`config.mk`:
```
export PLATFORM = sky130hd
export DESIGN_NAME = chunked_body_decoder_core
export DESIGN_NICKNAME = d
export VERILOG_FILES = /design/src/hdl/cbd_pkg.sv /design/src/hdl/chunked_body_decoder_core.sv /design/src/hdl/cbd_front.sv /design/src/hdl/cbd_queue.sv /design/src/hdl/cbd_back.sv
export SDC_FILE = /design/constraint.sdc
export NUM_CORES = 1
export LEC_CHECK = 0
export BUFFER_PORTS_ARGS = -buffer_cell sky130_fd_sc_hd__buf_2
export CORE_UTILIZATION = 56
export CTS_CLUSTER_DIAMETER = 30
export DETAILED_ROUTE_END_ITERATION = 7
export GPL_TIMING_DRIVEN = 0
export PLACE_DENSITY_LB_ADDON = 0.2
export SLEW_MARGIN = 20
export SYNTH_ARGS = -nofsm -noshare
export SYNTH_HDL_FRONTEND = slang
export SYNTH_SLANG_ARGS = --single-unit
export TNS_END_PERCENT = 100
```
`constraint.sdc`:
```
create_clock -name clk -period 11.39 [get_ports clk]
set_clock_uncertainty 0.1 [all_clocks]
set_input_delay 2.278 -clock clk [delete_from_list [all_inputs] [get_ports clk]]
set_output_delay 2.278 -clock clk [all_outputs]
set_load 0.01 [all_outputs]
```
`src/hdl/cbd_pkg.sv`:
```
// ----------------------------------------------------------------------------
// cbd_pkg: shared types and constants of the chunked body decoder
// Byte classes passed from the front end to the back end, the decoder phase
// encoding, status and error codes, and the sizes of the word queue.
// ----------------------------------------------------------------------------
package cbd_pkg;

  // limits
  localparam int unsigned SIZE_W = 27;
  localparam int unsigned BODY_W = 32;
  localparam logic [SIZE_W+3:0] MAX_CHUNK_BYTES = 31'd104857600;
  localparam logic [BODY_W-1:0] MAX_BODY_RESET = 32'd1048576;

  // word queue between front and back
  localparam int unsigned QDEPTH = 2;
  localparam int unsigned QPTR_W = (QDEPTH > 1) ? $clog2(QDEPTH) : 1;
  localparam int unsigned QCNT_W = $clog2(QDEPTH + 1);

  // characters
  localparam logic [7:0] CH_CR    = 8'h0d;
  localparam logic [7:0] CH_LF    = 8'h0a;
  localparam logic [7:0] CH_SP    = 8'h20;
  localparam logic [7:0] CH_TAB   = 8'h09;
  localparam logic [7:0] CH_SEMI  = 8'h3b;
  localparam logic [7:0] CH_ZERO  = 8'h30;
  localparam logic [7:0] CH_NINE  = 8'h39;
  localparam logic [7:0] CH_LO_A  = 8'h61;
  localparam logic [7:0] CH_LO_F  = 8'h66;
  localparam logic [7:0] CH_UP_A  = 8'h41;
  localparam logic [7:0] CH_UP_F  = 8'h46;
  localparam logic [7:0] CH_LO_X  = 8'h78;
  localparam logic [7:0] CH_UP_X  = 8'h58;

  // status codes
  localparam logic [1:0] ST_MORE  = 2'd0;
  localparam logic [1:0] ST_DONE  = 2'd1;
  localparam logic [1:0] ST_ERROR = 2'd2;

  // error kinds
  localparam logic [1:0] ERR_NONE  = 2'd0;
  localparam logic [1:0] ERR_BAD   = 2'd1;
  localparam logic [1:0] ERR_LARGE = 2'd2;

  // decoder phase
  typedef enum logic [13:0] {
    PH_LEAD   = 14'b00000000000001,
    PH_ZERO   = 14'b00000000000010,
    PH_XPFX   = 14'b00000000000100,
    PH_DIGITS = 14'b00000000001000,
    PH_TRAIL  = 14'b00000000010000,
    PH_EXT    = 14'b00000000100000,
    PH_BAD    = 14'b00000001000000,
    PH_DATA   = 14'b00000010000000,
    PH_DCR    = 14'b00000100000000,
    PH_DLF    = 14'b00001000000000,
    PH_DLFBAD = 14'b00010000000000,
    PH_THEAD  = 14'b00100000000000,
    PH_TBODY  = 14'b01000000000000,
    PH_DONE   = 14'b10000000000000
  } phase_t;

  // classified input word
  typedef struct packed {
    logic       op;
    logic [7:0] data;
    logic       hex;
    logic [3:0] hex_val;
    logic       blank;
    logic       cr;
    logic       lf;
    logic       semi;
    logic       zero;
    logic       xch;
  } word_t;

  // size line parser state
  typedef struct packed {
    phase_t            phase;
    logic [SIZE_W-1:0] acc;
    logic              ovf;
    logic              ds;
  } size_t;

endpackage

```
`src/hdl/chunked_body_decoder_core.sv`:
```
// ----------------------------------------------------------------------------
// chunked_body_decoder_core: streaming decoder for a chunked request body
// One byte per word in, one result word out per input word.
//
//   channel  direction  handshake             payload
//   cfg      in         cfg_valid/cfg_ready   cfg_data (max body bytes)
//   in       in         in_valid/in_ready     op, in_byte
//   out      out        out_valid/out_ready   consumed, data_valid, data_byte,
//                                             status, error_kind
//
// One word per cycle sustained while the output is taken; an input word
// passes a queue slot, then the decoder state update into the result register.
// The decoder state loop is updated once per word.
// A stalled output fills the two-entry queue, then input ready drops.
// Synchronous reset clears all control state and sets the body limit to 1 MiB.
// ----------------------------------------------------------------------------
module chunked_body_decoder_core (
  input  logic        clk,
  input  logic        rst,
  input  logic        cfg_valid,
  output logic        cfg_ready,
  input  logic [31:0] cfg_data,
  input  logic        in_valid,
  output logic        in_ready,
  input  logic        op,
  input  logic [7:0]  in_byte,
  output logic        out_valid,
  input  logic        out_ready,
  output logic        consumed,
  output logic        data_valid,
  output logic [7:0]  data_byte,
  output logic [1:0]  status,
  output logic [1:0]  error_kind
);

  logic [31:0]    max_body_bytes;
  logic           q_full;
  logic           push;
  logic           pop;
  logic           q_valid;
  cbd_pkg::word_t push_word;
  cbd_pkg::word_t q_word;

  // body limit register
  assign cfg_ready = 1'b1;

  always_ff @(posedge clk) begin
    if (rst) begin
      max_body_bytes <= cbd_pkg::MAX_BODY_RESET;
    end else if (cfg_valid && cfg_ready) begin
      max_body_bytes <= cfg_data;
    end
  end

  // front end
  cbd_front u_front (
    .in_valid  (in_valid),
    .in_ready  (in_ready),
    .op        (op),
    .in_byte   (in_byte),
    .q_full    (q_full),
    .push      (push),
    .push_word (push_word)
  );

  // word queue
  cbd_queue u_queue (
    .clk       (clk),
    .rst       (rst),
    .push      (push),
    .push_word (push_word),
    .full      (q_full),
    .pop       (pop),
    .q_valid   (q_valid),
    .q_word    (q_word)
  );

  // decoder
  cbd_back u_back (
    .clk            (clk),
    .rst            (rst),
    .max_body_bytes (max_body_bytes),
    .q_valid        (q_valid),
    .q_word         (q_word),
    .pop            (pop),
    .out_valid      (out_valid),
    .out_ready      (out_ready),
    .consumed       (consumed),
    .data_valid     (data_valid),
    .data_byte      (data_byte),
    .status         (status),
    .error_kind     (error_kind)
  );

`ifndef NO_ASSERTIONS
  // a consumed byte never reports an error
  a_consumed_no_error: assert property (@(posedge clk) disable iff (rst)
    out_valid && consumed |-> status != cbd_pkg::ST_ERROR)
    else $error("consumed byte reported with error status");

  // decoded data only comes from a consumed byte
  a_data_consumed: assert property (@(posedge clk) disable iff (rst)
    out_valid && data_valid |-> consumed)
    else $error("data word without consumed byte");

  // error kind is set exactly when status is error
  a_kind_status: assert property (@(posedge clk) disable iff (rst)
    out_valid |-> ((error_kind != cbd_pkg::ERR_NONE) == (status == cbd_pkg::ST_ERROR)))
    else $error("error kind and status disagree");

  // a queued word with a free result register gives a result next cycle
  a_queue_drains: assert property (@(posedge clk) disable iff (rst)
    q_valid && !out_valid |=> out_valid)
    else $error("queued word not decoded");
`endif

endmodule

```
`src/hdl/cbd_front.sv`:
```
// ----------------------------------------------------------------------------
// cbd_front: input acceptance and byte classification
// Takes words from the input channel while the queue has room and tags each
// byte with the character classes the decoder needs.
// ----------------------------------------------------------------------------
module cbd_front (
  input  logic          in_valid,
  output logic          in_ready,
  input  logic          op,
  input  logic [7:0]    in_byte,
  input  logic          q_full,
  output logic          push,
  output cbd_pkg::word_t push_word
);

  // accept while the queue has room
  assign in_ready = !q_full;
  assign push     = in_valid && in_ready;

  // classify the byte
  always_comb begin
    push_word.op      = op;
    push_word.data    = in_byte;
    push_word.hex     = 1'b0;
    push_word.hex_val = 4'd0;
    if (in_byte >= cbd_pkg::CH_ZERO && in_byte <= cbd_pkg::CH_NINE) begin
      push_word.hex     = 1'b1;
      push_word.hex_val = 4'(in_byte - cbd_pkg::CH_ZERO);
    end else if (in_byte >= cbd_pkg::CH_LO_A && in_byte <= cbd_pkg::CH_LO_F) begin
      push_word.hex     = 1'b1;
      push_word.hex_val = 4'(in_byte - cbd_pkg::CH_LO_A + 8'd10);
    end else if (in_byte >= cbd_pkg::CH_UP_A && in_byte <= cbd_pkg::CH_UP_F) begin
      push_word.hex     = 1'b1;
      push_word.hex_val = 4'(in_byte - cbd_pkg::CH_UP_A + 8'd10);
    end
    push_word.blank = (in_byte == cbd_pkg::CH_SP) || (in_byte == cbd_pkg::CH_TAB);
    push_word.cr    = (in_byte == cbd_pkg::CH_CR);
    push_word.lf    = (in_byte == cbd_pkg::CH_LF);
    push_word.semi  = (in_byte == cbd_pkg::CH_SEMI);
    push_word.zero  = (in_byte == cbd_pkg::CH_ZERO);
    push_word.xch   = (in_byte == cbd_pkg::CH_LO_X) || (in_byte == cbd_pkg::CH_UP_X);
  end

endmodule

```
`src/hdl/cbd_queue.sv`:
```
// ----------------------------------------------------------------------------
// cbd_queue: short word queue between front and back
// A small register queue so the input side and the decoder stall apart.
// ----------------------------------------------------------------------------
module cbd_queue (
  input  logic           clk,
  input  logic           rst,
  input  logic           push,
  input  cbd_pkg::word_t push_word,
  output logic           full,
  input  logic           pop,
  output logic           q_valid,
  output cbd_pkg::word_t q_word
);

  cbd_pkg::word_t                     slots [cbd_pkg::QDEPTH];
  logic [cbd_pkg::QPTR_W-1:0]         wr_ptr;
  logic [cbd_pkg::QPTR_W-1:0]         rd_ptr;
  logic [cbd_pkg::QCNT_W-1:0]         count;

  assign full    = (count == cbd_pkg::QCNT_W'(cbd_pkg::QDEPTH));
  assign q_valid = (count != '0);
  assign q_word  = slots[rd_ptr];

  // storage
  always_ff @(posedge clk) begin
    if (push) begin
      slots[wr_ptr] <= push_word;
    end
  end

  // pointers and fill level
  always_ff @(posedge clk) begin
    if (rst) begin
      wr_ptr <= '0;
      rd_ptr <= '0;
      count  <= '0;
    end else begin
      if (push) begin
        wr_ptr <= (wr_ptr == cbd_pkg::QPTR_W'(cbd_pkg::QDEPTH - 1)) ? '0 : wr_ptr + 1'b1;
      end
      if (pop) begin
        rd_ptr <= (rd_ptr == cbd_pkg::QPTR_W'(cbd_pkg::QDEPTH - 1)) ? '0 : rd_ptr + 1'b1;
      end
      if (push && !pop) begin
        count <= count + 1'b1;
      end else if (pop && !push) begin
        count <= count - 1'b1;
      end
    end
  end

endmodule

```
`src/hdl/cbd_back.sv`:
```
// ----------------------------------------------------------------------------
// cbd_back: chunked decoding state machine and result register
// Runs one classified word per cycle, unless stalled, through the size line,
// data, data terminator and trailer phases and holds the result until taken.
// ----------------------------------------------------------------------------
module cbd_back (
  input  logic           clk,
  input  logic           rst,
  input  logic [31:0]    max_body_bytes,
  input  logic           q_valid,
  input  cbd_pkg::word_t q_word,
  output logic           pop,
  output logic           out_valid,
  input  logic           out_ready,
  output logic           consumed,
  output logic           data_valid,
  output logic [7:0]     data_byte,
  output logic [1:0]     status,
  output logic [1:0]     error_kind
);

  cbd_pkg::phase_t                   phase, phase_next;
  logic [cbd_pkg::SIZE_W-1:0]        acc, acc_next;
  logic                              ovf, ovf_next;
  logic                              ds, ds_next;
  logic [cbd_pkg::SIZE_W-1:0]        remaining, remaining_next;
  logic [cbd_pkg::BODY_W-1:0]        body_count, body_count_next;
  logic [1:0]                        tmatch, tmatch_next;
  logic [1:0]                        err, err_next;

  logic                              r_consumed, r_dvalid;
  logic [7:0]                        r_dbyte;
  logic [1:0]                        r_status, r_kind;

  logic                              fire;
  logic                              body_over;
  logic                              line_large;
  logic [cbd_pkg::SIZE_W-1:0]        rem_dec;
  cbd_pkg::size_t                    sc;
  cbd_pkg::word_t                    w;

  // one content byte of the size line
  function automatic cbd_pkg::size_t size_content(cbd_pkg::phase_t p,
                                                  logic [cbd_pkg::SIZE_W-1:0] a,
                                                  logic o, logic d,
                                                  cbd_pkg::word_t c);
    cbd_pkg::size_t              r;
    logic                        do_digit;
    logic [cbd_pkg::SIZE_W+3:0]  v;
    r.phase  = p;
    r.acc    = a;
    r.ovf    = o;
    r.ds     = d;
    do_digit = 1'b0;
    v        = {a, c.hex_val};
    unique case (p) inside
      cbd_pkg::PH_LEAD: begin
        if (c.blank) begin
          r.phase = p;
        end else if (c.zero) begin
          r.ds    = 1'b1;
          r.acc   = '0;
          r.phase = cbd_pkg::PH_ZERO;
        end else if (c.hex) begin
          do_digit = 1'b1;
        end else begin
          r.phase = c.semi ? cbd_pkg::PH_EXT : cbd_pkg::PH_BAD;
        end
      end
      cbd_pkg::PH_ZERO, cbd_pkg::PH_XPFX, cbd_pkg::PH_DIGITS: begin
        if (p == cbd_pkg::PH_ZERO && c.xch) begin
          r.ds    = 1'b0;
          r.phase = cbd_pkg::PH_XPFX;
        end else if (c.hex) begin
          do_digit = 1'b1;
        end else if (c.blank) begin
          r.phase = cbd_pkg::PH_TRAIL;
        end else begin
          r.phase = c.semi ? cbd_pkg::PH_EXT : cbd_pkg::PH_BAD;
        end
      end
      cbd_pkg::PH_TRAIL: begin
        if (!c.blank) begin
          r.phase = c.semi ? cbd_pkg::PH_EXT : cbd_pkg::PH_BAD;
        end
      end
      default: begin
        r.phase = p;
      end
    endcase
    // accumulate a hex digit, saturating into the overflow flag
    if (do_digit) begin
      r.ds    = 1'b1;
      r.phase = cbd_pkg::PH_DIGITS;
      if (!o) begin
        if (v > cbd_pkg::MAX_CHUNK_BYTES) begin
          r.ovf = 1'b1;
        end else begin
          r.acc = v[cbd_pkg::SIZE_W-1:0];
        end
      end
    end
    return r;
  endfunction

  assign w    = q_word;
  assign fire = q_valid && (!out_valid || out_ready);
  assign pop  = fire;

  // limit checks
  assign body_over  = (body_count > max_body_bytes);
  assign line_large = (({1'b0, body_count} + (cbd_pkg::BODY_W+1)'(acc))
                       > {1'b0, max_body_bytes});
  assign rem_dec    = remaining - 1'b1;
  assign sc         = size_content(phase, acc, ovf, ds, w);

  // next state and result
  always_comb begin
    phase_next      = phase;
    acc_next        = acc;
    ovf_next        = ovf;
    ds_next         = ds;
    remaining_next  = remaining;
    body_count_next = body_count;
    tmatch_next     = tmatch;
    err_next        = err;
    r_consumed      = 1'b0;
    r_dvalid        = 1'b0;
    r_dbyte         = 8'd0;
    r_status        = cbd_pkg::ST_MORE;
    r_kind          = cbd_pkg::ERR_NONE;
    if (w.op) begin
      // restart for the next request
      phase_next      = cbd_pkg::PH_LEAD;
      acc_next        = '0;
      ovf_next        = 1'b0;
      ds_next         = 1'b0;
      remaining_next  = '0;
      body_count_next = '0;
      tmatch_next     = 2'd0;
      err_next        = cbd_pkg::ERR_NONE;
    end else if (err != cbd_pkg::ERR_NONE) begin
      r_status = cbd_pkg::ST_ERROR;
      r_kind   = err;
    end else if (phase == cbd_pkg::PH_DONE) begin
      r_status = cbd_pkg::ST_DONE;
    end else if (body_over) begin
      err_next = cbd_pkg::ERR_LARGE;
      r_status = cbd_pkg::ST_ERROR;
      r_kind   = cbd_pkg::ERR_LARGE;
    end else begin
      r_consumed = 1'b1;
      unique case (phase) inside
        cbd_pkg::PH_DATA: begin
          r_dvalid        = 1'b1;
          r_dbyte         = w.data;
          body_count_next = body_count + 1'b1;
          remaining_next  = rem_dec;
          if (rem_dec == '0) begin
            phase_next = cbd_pkg::PH_DCR;
          end
        end
        cbd_pkg::PH_DCR: begin
          phase_next = w.cr ? cbd_pkg::PH_DLF : cbd_pkg::PH_DLFBAD;
        end
        cbd_pkg::PH_DLF, cbd_pkg::PH_DLFBAD: begin
          if (phase == cbd_pkg::PH_DLF && w.lf) begin
            phase_next  = cbd_pkg::PH_LEAD;
            acc_next    = '0;
            ovf_next    = 1'b0;
            ds_next     = 1'b0;
            tmatch_next = 2'd0;
          end else begin
            err_next = cbd_pkg::ERR_BAD;
          end
        end
        cbd_pkg::PH_THEAD: begin
          if (tmatch == 2'd1 && w.lf) begin
            tmatch_next = 2'd0;
            phase_next  = cbd_pkg::PH_DONE;
          end else if (tmatch == 2'd0 && w.cr) begin
            tmatch_next = 2'd1;
          end else begin
            phase_next  = cbd_pkg::PH_TBODY;
            tmatch_next = w.cr ? 2'd1 : 2'd0;
          end
        end
        cbd_pkg::PH_TBODY: begin
          // progress through CR LF CR LF
          if ((!tmatch[0] && w.cr) || (tmatch[0] && w.lf)) begin
            if (tmatch == 2'd3) begin
              tmatch_next = 2'd0;
              phase_next  = cbd_pkg::PH_DONE;
            end else begin
              tmatch_next = tmatch + 2'd1;
            end
          end else begin
            tmatch_next = w.cr ? 2'd1 : 2'd0;
          end
        end
        cbd_pkg::PH_LEAD, cbd_pkg::PH_ZERO, cbd_pkg::PH_XPFX, cbd_pkg::PH_DIGITS,
        cbd_pkg::PH_TRAIL, cbd_pkg::PH_EXT, cbd_pkg::PH_BAD: begin
          if (tmatch == 2'd1) begin
            if (w.lf) begin
              // size line end
              tmatch_next = 2'd0;
              if (phase == cbd_pkg::PH_BAD || !ds || ovf) begin
                err_next = cbd_pkg::ERR_BAD;
              end else if (acc == '0) begin
                phase_next = cbd_pkg::PH_THEAD;
              end else if (line_large) begin
                err_next = cbd_pkg::ERR_LARGE;
              end else begin
                remaining_next = acc;
                phase_next     = cbd_pkg::PH_DATA;
              end
            end else begin
              // a lone cr is a stray character
              tmatch_next = w.cr ? 2'd1 : 2'd0;
              phase_next  = (phase == cbd_pkg::PH_EXT) ? cbd_pkg::PH_EXT : cbd_pkg::PH_BAD;
            end
          end else if (w.cr) begin
            tmatch_next = 2'd1;
          end else begin
            phase_next = sc.phase;
            acc_next   = sc.acc;
            ovf_next   = sc.ovf;
            ds_next    = sc.ds;
          end
        end
        default: begin
          phase_next = phase;
        end
      endcase
      if (err_next != cbd_pkg::ERR_NONE) begin
        r_consumed = 1'b0;
        r_dvalid   = 1'b0;
        r_dbyte    = 8'd0;
        r_status   = cbd_pkg::ST_ERROR;
        r_kind     = err_next;
      end else if (phase_next == cbd_pkg::PH_DONE) begin
        r_status = cbd_pkg::ST_DONE;
      end
    end
  end

  // decoder state
  always_ff @(posedge clk) begin
    if (rst) begin
      phase      <= cbd_pkg::PH_LEAD;
      acc        <= '0;
      ovf        <= 1'b0;
      ds         <= 1'b0;
      remaining  <= '0;
      body_count <= '0;
      tmatch     <= 2'd0;
      err        <= cbd_pkg::ERR_NONE;
    end else if (fire) begin
      phase      <= phase_next;
      acc        <= acc_next;
      ovf        <= ovf_next;
      ds         <= ds_next;
      remaining  <= remaining_next;
      body_count <= body_count_next;
      tmatch     <= tmatch_next;
      err        <= err_next;
    end
  end

  // result register
  always_ff @(posedge clk) begin
    if (rst) begin
      out_valid <= 1'b0;
    end else if (fire) begin
      out_valid <= 1'b1;
    end else if (out_ready) begin
      out_valid <= 1'b0;
    end
  end

  always_ff @(posedge clk) begin
    if (fire) begin
      consumed   <= r_consumed;
      data_valid <= r_dvalid;
      data_byte  <= r_dbyte;
      status     <= r_status;
      error_kind <= r_kind;
    end
  end

endmodule

```
Yosys cells after proc, flatten, opt, wreduce, memory -nomap -nowiden
Memories as Yosys holds them, arrays and structs flattened. A register that Yosys moved wholly into a read port is not among the register bits.
Cells that the tools add are included.
{ "op_classes": {"n_lt_le_gt_ge": 9, "n_addsub": 13, "mul": 0, "muxes": 139, "n_reduce_logical": 52, "div": 0, "bitwise_logic": 1, "n_eq_ne": 43, "n_shift": 0} }
{ "op_table": {"columns": ["cell", "n"], "rows": [
  ["$mux W27", 20],
  ["$mux W14", 27],
  ["$mux W32", 5],
  ["$pmux W27 S2", 2],
  ["$pmux W14 S6", 1],
  ["$mux W2", 36],
  ["$logic_not A27 Y1", 2],
  ["$mux W43", 1],
  ["$pmux W14 S3", 1],
  ["$add A32 B27 Y33", 1],
  ["$gt A33 B32 Y1", 1],
  ["$mux W1", 33],
  ["$add A32 B1 Y32 const B", 1],
  ["$gt A32 B32 Y1", 1],
  ["$gt A31 B27 Y1 const B", 1],
  ["$eq A14 B14 Y1 const B", 2],
  ["$mux W28", 1],
  ["$sub A27 B1 Y27 const B", 1],
  ["$eq A8 B4 Y1 const B", 3],
  ["$eq A8 B6 Y1 const B", 3],
  ["$ne A3 B3 Y1 const B", 6],
  ["$eq A8 B7 Y1 const B", 2],
  ["$ge A8 B7 Y1 const B", 2],
  ["$le A8 B7 Y1 const B", 2],
  ["other kinds (55)", 102]
]} }
{ "word_totals": {"wordCells": 277, "regBits": 157, "latchBits": 0, "mem_bits_ro": 0, "out_inout_bits": 17, "ramBits": 40, "inputBits": 46, "memories": 1} }
{ "memory_table": {"columns": ["memory", "words", "word_bits", "rd", "rd_clocked_by_memory_dff", "wr", "line_no", "text"], "rows": [
  ["u_queue.slots", 2, 20, 1, 1, 1, "cbd_queue.sv:16", "cbd_pkg::word_t slots [cbd_pkg::QDEPTH];"]
]} }

Depth between registers and ports, before layout
{ "logic_depth": {"ltp_word": 19, "ltp_mapped": 23, "mapped_depth_nobuf": 22} }

Hierarchy
From an unflattened synthesis, not the netlist that was laid out.
{ "hier_totals": {"hier_cells": 1528, "hier_area_um2": 13098.8} }
{ "modules_own_cells": {"columns": ["mod", "instances", "area_per_inst_um2", "seq_area_each_um2", "cells_per_inst"], "rows": [
  ["cbd_back", 1, 9898.2, 2562.5, 1289],
  ["cbd_queue", 1, 1646.6, 1301.2, 84],
  ["chunked_body_decoder_core", 1, 1177.4, 640.6, 105],
  ["cbd_front", 1, 376.6, 0.0, 50]
]} }

Worst setup path before layout
No wires, ideal clock.
{ "synth_path": {"path_type": "register -> register", "from": "register u_back.body_count[14] (netlist bit)", "to": "register u_back.status[0] (data pin)", "synth_period_minus_slack_ps": 5124, "slack_ps": 6266, "arrival_time_ps": 4862, "required_ps": 11128, "stages_incl_launch_ff": 22, "path_buffers": 0, "path_cell_list": "dfxtp_1 -> ha_1 -> a21o_1 -> a21o_1 -> a21o_1 -> a31oi_1 -> o21ai_0 -> o41ai_1 -> o211ai_1 -> a21o_1 -> nand3_1 -> xnor2_1 -> ha_1 -> and3_1 -> a221oi_1 -> o21ai_0 -> o31ai_1 -> a31oi_1 -> a21oi_1 -> o22ai_1 -> or4_4 -> o31ai_4"} }
{ "synth_via": {"elab_chain_len": 17, "word_cells_on_any_way": 29, "classes_between": "add/sub: 1; order compare: 2; eq/ne: 1; mux: 24; reduce/logical: 1"} }
{ "synth_rtl": {"columns": ["item", "line_no", "text"], "rows": [
  ["start, declared", "cbd_back.sv:27", "logic [cbd_pkg::BODY_W-1:0] body_count, body_count_next;"],
  ["start signal, assigned", "cbd_back.sv:264", "body_count <= body_count_next;"],
  ["$add A32 B27 Y33", "cbd_back.sv:112", "assign line_large = (({1'b0, body_count} + (cbd_pkg::BODY_W+1)'(acc))"],
  ["$gt A33 B32 Y1", "cbd_back.sv:113", "> {1'b0, max_body_bytes});"],
  ["$mux W14", "cbd_back.sv:211", "end else if (line_large) begin"],
  ["$mux W14", "cbd_back.sv:209", "end else if (acc == '0) begin"],
  ["$mux W14", "cbd_back.sv:207", "if (phase == cbd_pkg::PH_BAD || !ds || ovf) begin"],
  ["$mux W14", "cbd_back.sv:204", "if (w.lf) begin"],
  ["$mux W14", "cbd_back.sv:203", "if (tmatch == 2'd1) begin"],
  ["$pmux W14 S6", "cbd_back.sv:153", "unique case (phase) inside"],
  ["$mux W14", "cbd_back.sv:147", "end else if (body_over) begin"],
  ["$mux W14", "cbd_back.sv:145", "end else if (phase == cbd_pkg::PH_DONE) begin"],
  ["$mux W14", "cbd_back.sv:142", "end else if (err != cbd_pkg::ERR_NONE) begin"],
  ["$mux W14", "cbd_back.sv:132", "if (w.op) begin"],
  ["$eq A14 B14 Y1", "cbd_back.sv:241", "end else if (phase_next == cbd_pkg::PH_DONE) begin"],
  ["$mux W1", "cbd_back.sv:241", null],
  ["$mux W2", "cbd_back.sv:235", "if (err_next != cbd_pkg::ERR_NONE) begin"],
  ["$mux W2 *", "cbd_back.sv:147", null],
  ["$mux W2 *", "cbd_back.sv:145", null],
  ["end signal, assigned", "cbd_back.sv:286", "status <= r_status;"],
  ["end, declared", "cbd_back.sv:18", "output logic [1:0] status,"]
]} }
Mark *: on every way between the ends. The rest lies on a longest branch, timed or not. The select of a mux whose other input is x is not followed.
A chain may end at the register's enable or synchronous reset.

Worst setup path after layout
{ "layout_path": {"from": "register u_back.acc[1] (netlist bit)", "to": "register u_back.remaining[10] (netlist bit)"} }
{ "layout_via": {"elab_chain_len": 4, "word_cells_on_any_way": 6, "classes_between": "add/sub: 1; order compare: 1; eq/ne: 2; reduce/logical: 2"} }
{ "layout_rtl": {"columns": ["item", "line_no", "text"], "rows": [
  ["start, declared", "cbd_back.sv:23", "logic [cbd_pkg::SIZE_W-1:0] acc, acc_next;"],
  ["start signal, assigned", "cbd_back.sv:260", "acc <= acc_next;"],
  ["$add A32 B27 Y33", "cbd_back.sv:112", null],
  ["$gt A33 B32 Y1", "cbd_back.sv:113", null],
  ["$ne A3 B3 Y1 (no source line)", null, null],
  ["$reduce_and A10 Y1 (no source line) *", null, null],
  ["end signal, assigned", "cbd_back.sv:263", "remaining <= remaining_next;"],
  ["end, declared", "cbd_back.sv:26", "logic [cbd_pkg::SIZE_W-1:0] remaining, remaining_next;"]
]} }
Mark *: on every way between the ends. The rest lies on a longest branch, timed or not.

==> results.toml <==
[worst_setup_path]
cp-start-kind = "flop"
path_class = "reg2reg"
critPathMaxStageDelay_ps = 740
required_ps = 11610
cp_max_fo = 10
cp_data_arrival_time_ps = 7130
r2r_cells = 22
crit_slowest_cell = "a21oi_1"
setup.worst_path.start = "u_back.acc[1]"
cp-end-kind = "flop"
crit_chain = "ha_1 -> a21o_1 -> a21oi_1 -> o21ai_0 -> nand4_1 -> a21oi_1 -> o41ai_1 -> o211ai_1 -> a21o_1 -> nand3_1 -> xnor2_1 -> ha_1 -> and3_1 -> a221oi_1 -> o21ai_0 -> o31ai_1 -> nand3_1 -> a21oi_1 -> clkbuf_1 -> o21ai_0 -> a2bb2oi_1 -> nor2_1"
r2r_start = "u_back.acc[1]"

[synth]
yosysTopAreaCell = "dfxtp_1"
synth.avg_cell_area_um2 = 8.336
synthTopCellsByCount = "nor2_1 (201), dfxtp_1 (144), nand2_1 (136)"
synth_nets = 1705
synth_top_cell_area_share_pct = 22.24
syn-cell-area_um2 = 12960
ys_top_cells_by_area = "dfxtp_1 (22%), edfxtp_1 (13%), ha_1 (9.9%), nor2_1 (5.8%), a21oi_1 (4.1%)"
synth-edff-count = 54
ys_warn_count = 0
ys_ff_latch = 198
synthFlopType = "dfxtp_1"
ys_types = 81
ys_seq_area_share_pct = 34.75
syn_inst = 1555
synth-async-reset-ratio_pct = 0
synth_most_common_cell = "nor2_1"

[global_route]
met2_usage_pct = 50.91
grt_pass1_vias = 11350
overflow = 0
grt_pass1_wl_mm = 60.49
grt.met1_usage_pct = 44.89
grtUsageMet3_pct = 6.003
grt_max_degree = 23
gr-max-usage-layer = "met2"
antenna_found_initial = 0
track_usage_pct = 32.39

[timing]
setup_tns_ps = 0
fin_hold_ws_ps = 379.5
slew_viol_final = 0
slew_headroom_pct = 32.22
setup_viol = 0
tightest_slew_ps = 1017
final-hold-violation-count = 0
period_share_pct = 60.66
period_needed_ps = 6910
fin_ws_ps = 4480
clock.fmax_mhz = 144.7
rsz0062_at_grt = "no"

[clock_network]
clockRootBuffer = "clkbuf_16"
cts_resized = 0
holdBufCountCts = 0
cts_made_buffers = 17
cts_tree = "yes"
post-cts-setup-buffer-count = 0
clockBufferDepth = 2
clk_transition_reported_paths_ps = 80
h-tree-depth = 4
insertion_delay_ps = 460
cts_sinks = 198

[pwr]
switchingPower_mw = 1.038
netSwitchingFraction_pct = 42.14
power_density_nw_per_um2 = 172.6
combPwrFrac_pct = 39.6
p_int_mw = 1.425
irDropWorstVdd_mv = 0.1335
clock_power_share_pct = 26.2
p_leak_nw = 5.828
seq_power_share_pct = 34.2

[floorplan]
die_width_um = 154.1
die-area_um2 = 23760
io-pin-count = 63
dieHeight_um = 154.1
core_area_um2 = 22640
rows = 55
start_util_pct = 57.25

[hold_path]
min_path_cells = 2
hold_path_startpoint = "u_back.tmatch[1]"
hp-class = "reg2reg"

[flow_run]
drv_cap = 0

[placed_design]
dpl.hpwl_mm = 28.56
place_congestion = 0.9502
port_buffers = 59
dp_slack_ps = 4828

[drt]
routedWlPerCell_um = 19.57
detail-route-antenna-nets = 0
firstDrtPassIters = 6
wl_mm = 37.81
via_per_inst = 6.299
drc = 0
via_count = 12170
drtIter0Drc = 1327

[layout]
drive_gt1_share_pct = 8.318
synthToLayoutAreaGrowth_pct = 10.11
antenna_cells = 0
fin_nets = 1784
nFillCells = 2042

[outcome]
status = "finished clean"
==> registers in the layout, indices dropped and copies added (netlist names), named ones only <==
| name | cells |
|---|---|
| u_queue.count | 2 |
| u_back.tmatch | 2 |
| u_back.acc | 27 |
| u_back.remaining | 27 |
| u_back.data_valid | 1 |
| u_back.phase | 14 |
| u_back.out_valid | 1 |
| u_back.status | 2 |
| u_queue.wr_ptr | 1 |
| u_back.ovf | 1 |
| u_queue.slots | 40 |
| max_body_bytes | 32 |
| u_queue.rd_ptr | 1 |
| u_back.ds | 1 |
| u_back.error_kind | 2 |
| u_back.data_byte | 8 |
| u_back.body_count | 32 |
| u_back.err | 2 |
| u_back.consumed | 1 |
==> metrics by stage <==
step                total power [mW]  utilization [%]  area, um^2  std cells
floorplan                      1.518                -       12960       1555
global placement               1.788            60.13       13610       1899
detailed placement             1.795            60.22       13630       1900
CTS                            2.438            63.01       14270       1932
global route                   2.584            63.04       14270       1932
finish                         2.463            63.04       14270       1932
==> path summary, 6_finish.rpt <==
kind / endpoint / slack, ps
worst max-delay path: u_back.remaining[10] / 4480
worst min-delay path: u_back.tmatch[1] / 380
worst max register to register: u_back.remaining[10] / 4480
worst min register to register: u_back.tmatch[1] / 380
==> critical path, delay by kind of cell, from the launching register on <==
family          cells  cell delay [ps]
flops               1              550
xor+xnor            1              140
fa+ha+maj           2              580
compound gates     13             4090
buf+inv             1              410
simple gates        5              890
==> logic make-up (layout without fill, tap and decap cells) <==
logic type / count (synthesis) / count (layout) / synth area share (%)
AND/OR/NAND/NOR: 621 / 621 / 23.63
AO/OA/AOI/OAI: 365 / 365 / 18.06
flip-flops: 198 / 198 / 34.75
buffers and inverters: 137 / 229 / 4.093
adder cells (fa/ha/maj): 104 / 104 / 10.10
XOR/XNOR: 73 / 73 / 4.932
multiplexers: 56 / 56 / 4.411
other: 1 / 1 / 0.02893
==> layout by cell type, fill, tap and decap left out, types with 39 or more instances in the layout <==
| cell type | netlist | final |
|---|---|---|
| nor2_1 | 201 | 200 |
| dfxtp_1 | 144 | 144 |
| nand2_1 | 136 | 136 |
| a21oi_1 | 107 | 107 |
| ha_1 | 103 | 103 |
| o21ai_0 | 84 | 84 |
| inv_1 | 67 | 67 |
| buf_2 | 4 | 63 |
| clkbuf_1 | 58 | 58 |
| edfxtp_1 | 54 | 54 |
| nand3_1 | 49 | 49 |
| mux2i_1 | 47 | 47 |
| xnor2_1 | 39 | 39 |
==> power groups by stage <==
stage	Combinational, mW	Sequential [mW]	Clock [mW]
6_report	0.974	0.843	0.646
3_5_place_dp	0.937	0.858	0
2_1_floorplan	0.660	0.858	0
3_3_place_gp	0.931	0.857	0
5_1_grt	1.05	0.850	0.680
4_1_cts	0.945	0.842	0.651
==> cell type report <==
| cell class | instances | area (um^2) | area share [%] |
|---|---|---|---|
| multi-input combinational | 1220 | 7941 | 55.64 |
| clock buffer | 18 | 450.4 | 3.156 |
| clock inverter | 14 | 182.7 | 1.280 |
| sequential | 198 | 4504 | 31.56 |
| buffer | 69 | 275.3 | 1.929 |
| tap | 285 | 356.6 | 2.498 |
| inverter | 68 | 255.2 | 1.788 |
| timing repair buffer | 60 | 306.5 | 2.148 |
==> per-layer routing <==
| layer | vias to the layer above | routed length (um) |
|---|---|---|
| met5 | - | 0 |
| met4 | 0 | 827 |
| met3 | 67 | 3382 |
| met2 | 542 | 16950 |
| met1 | 5690 | 16650 |
| li1 | 5870 | - |
(Power assumes the default switching activity.)
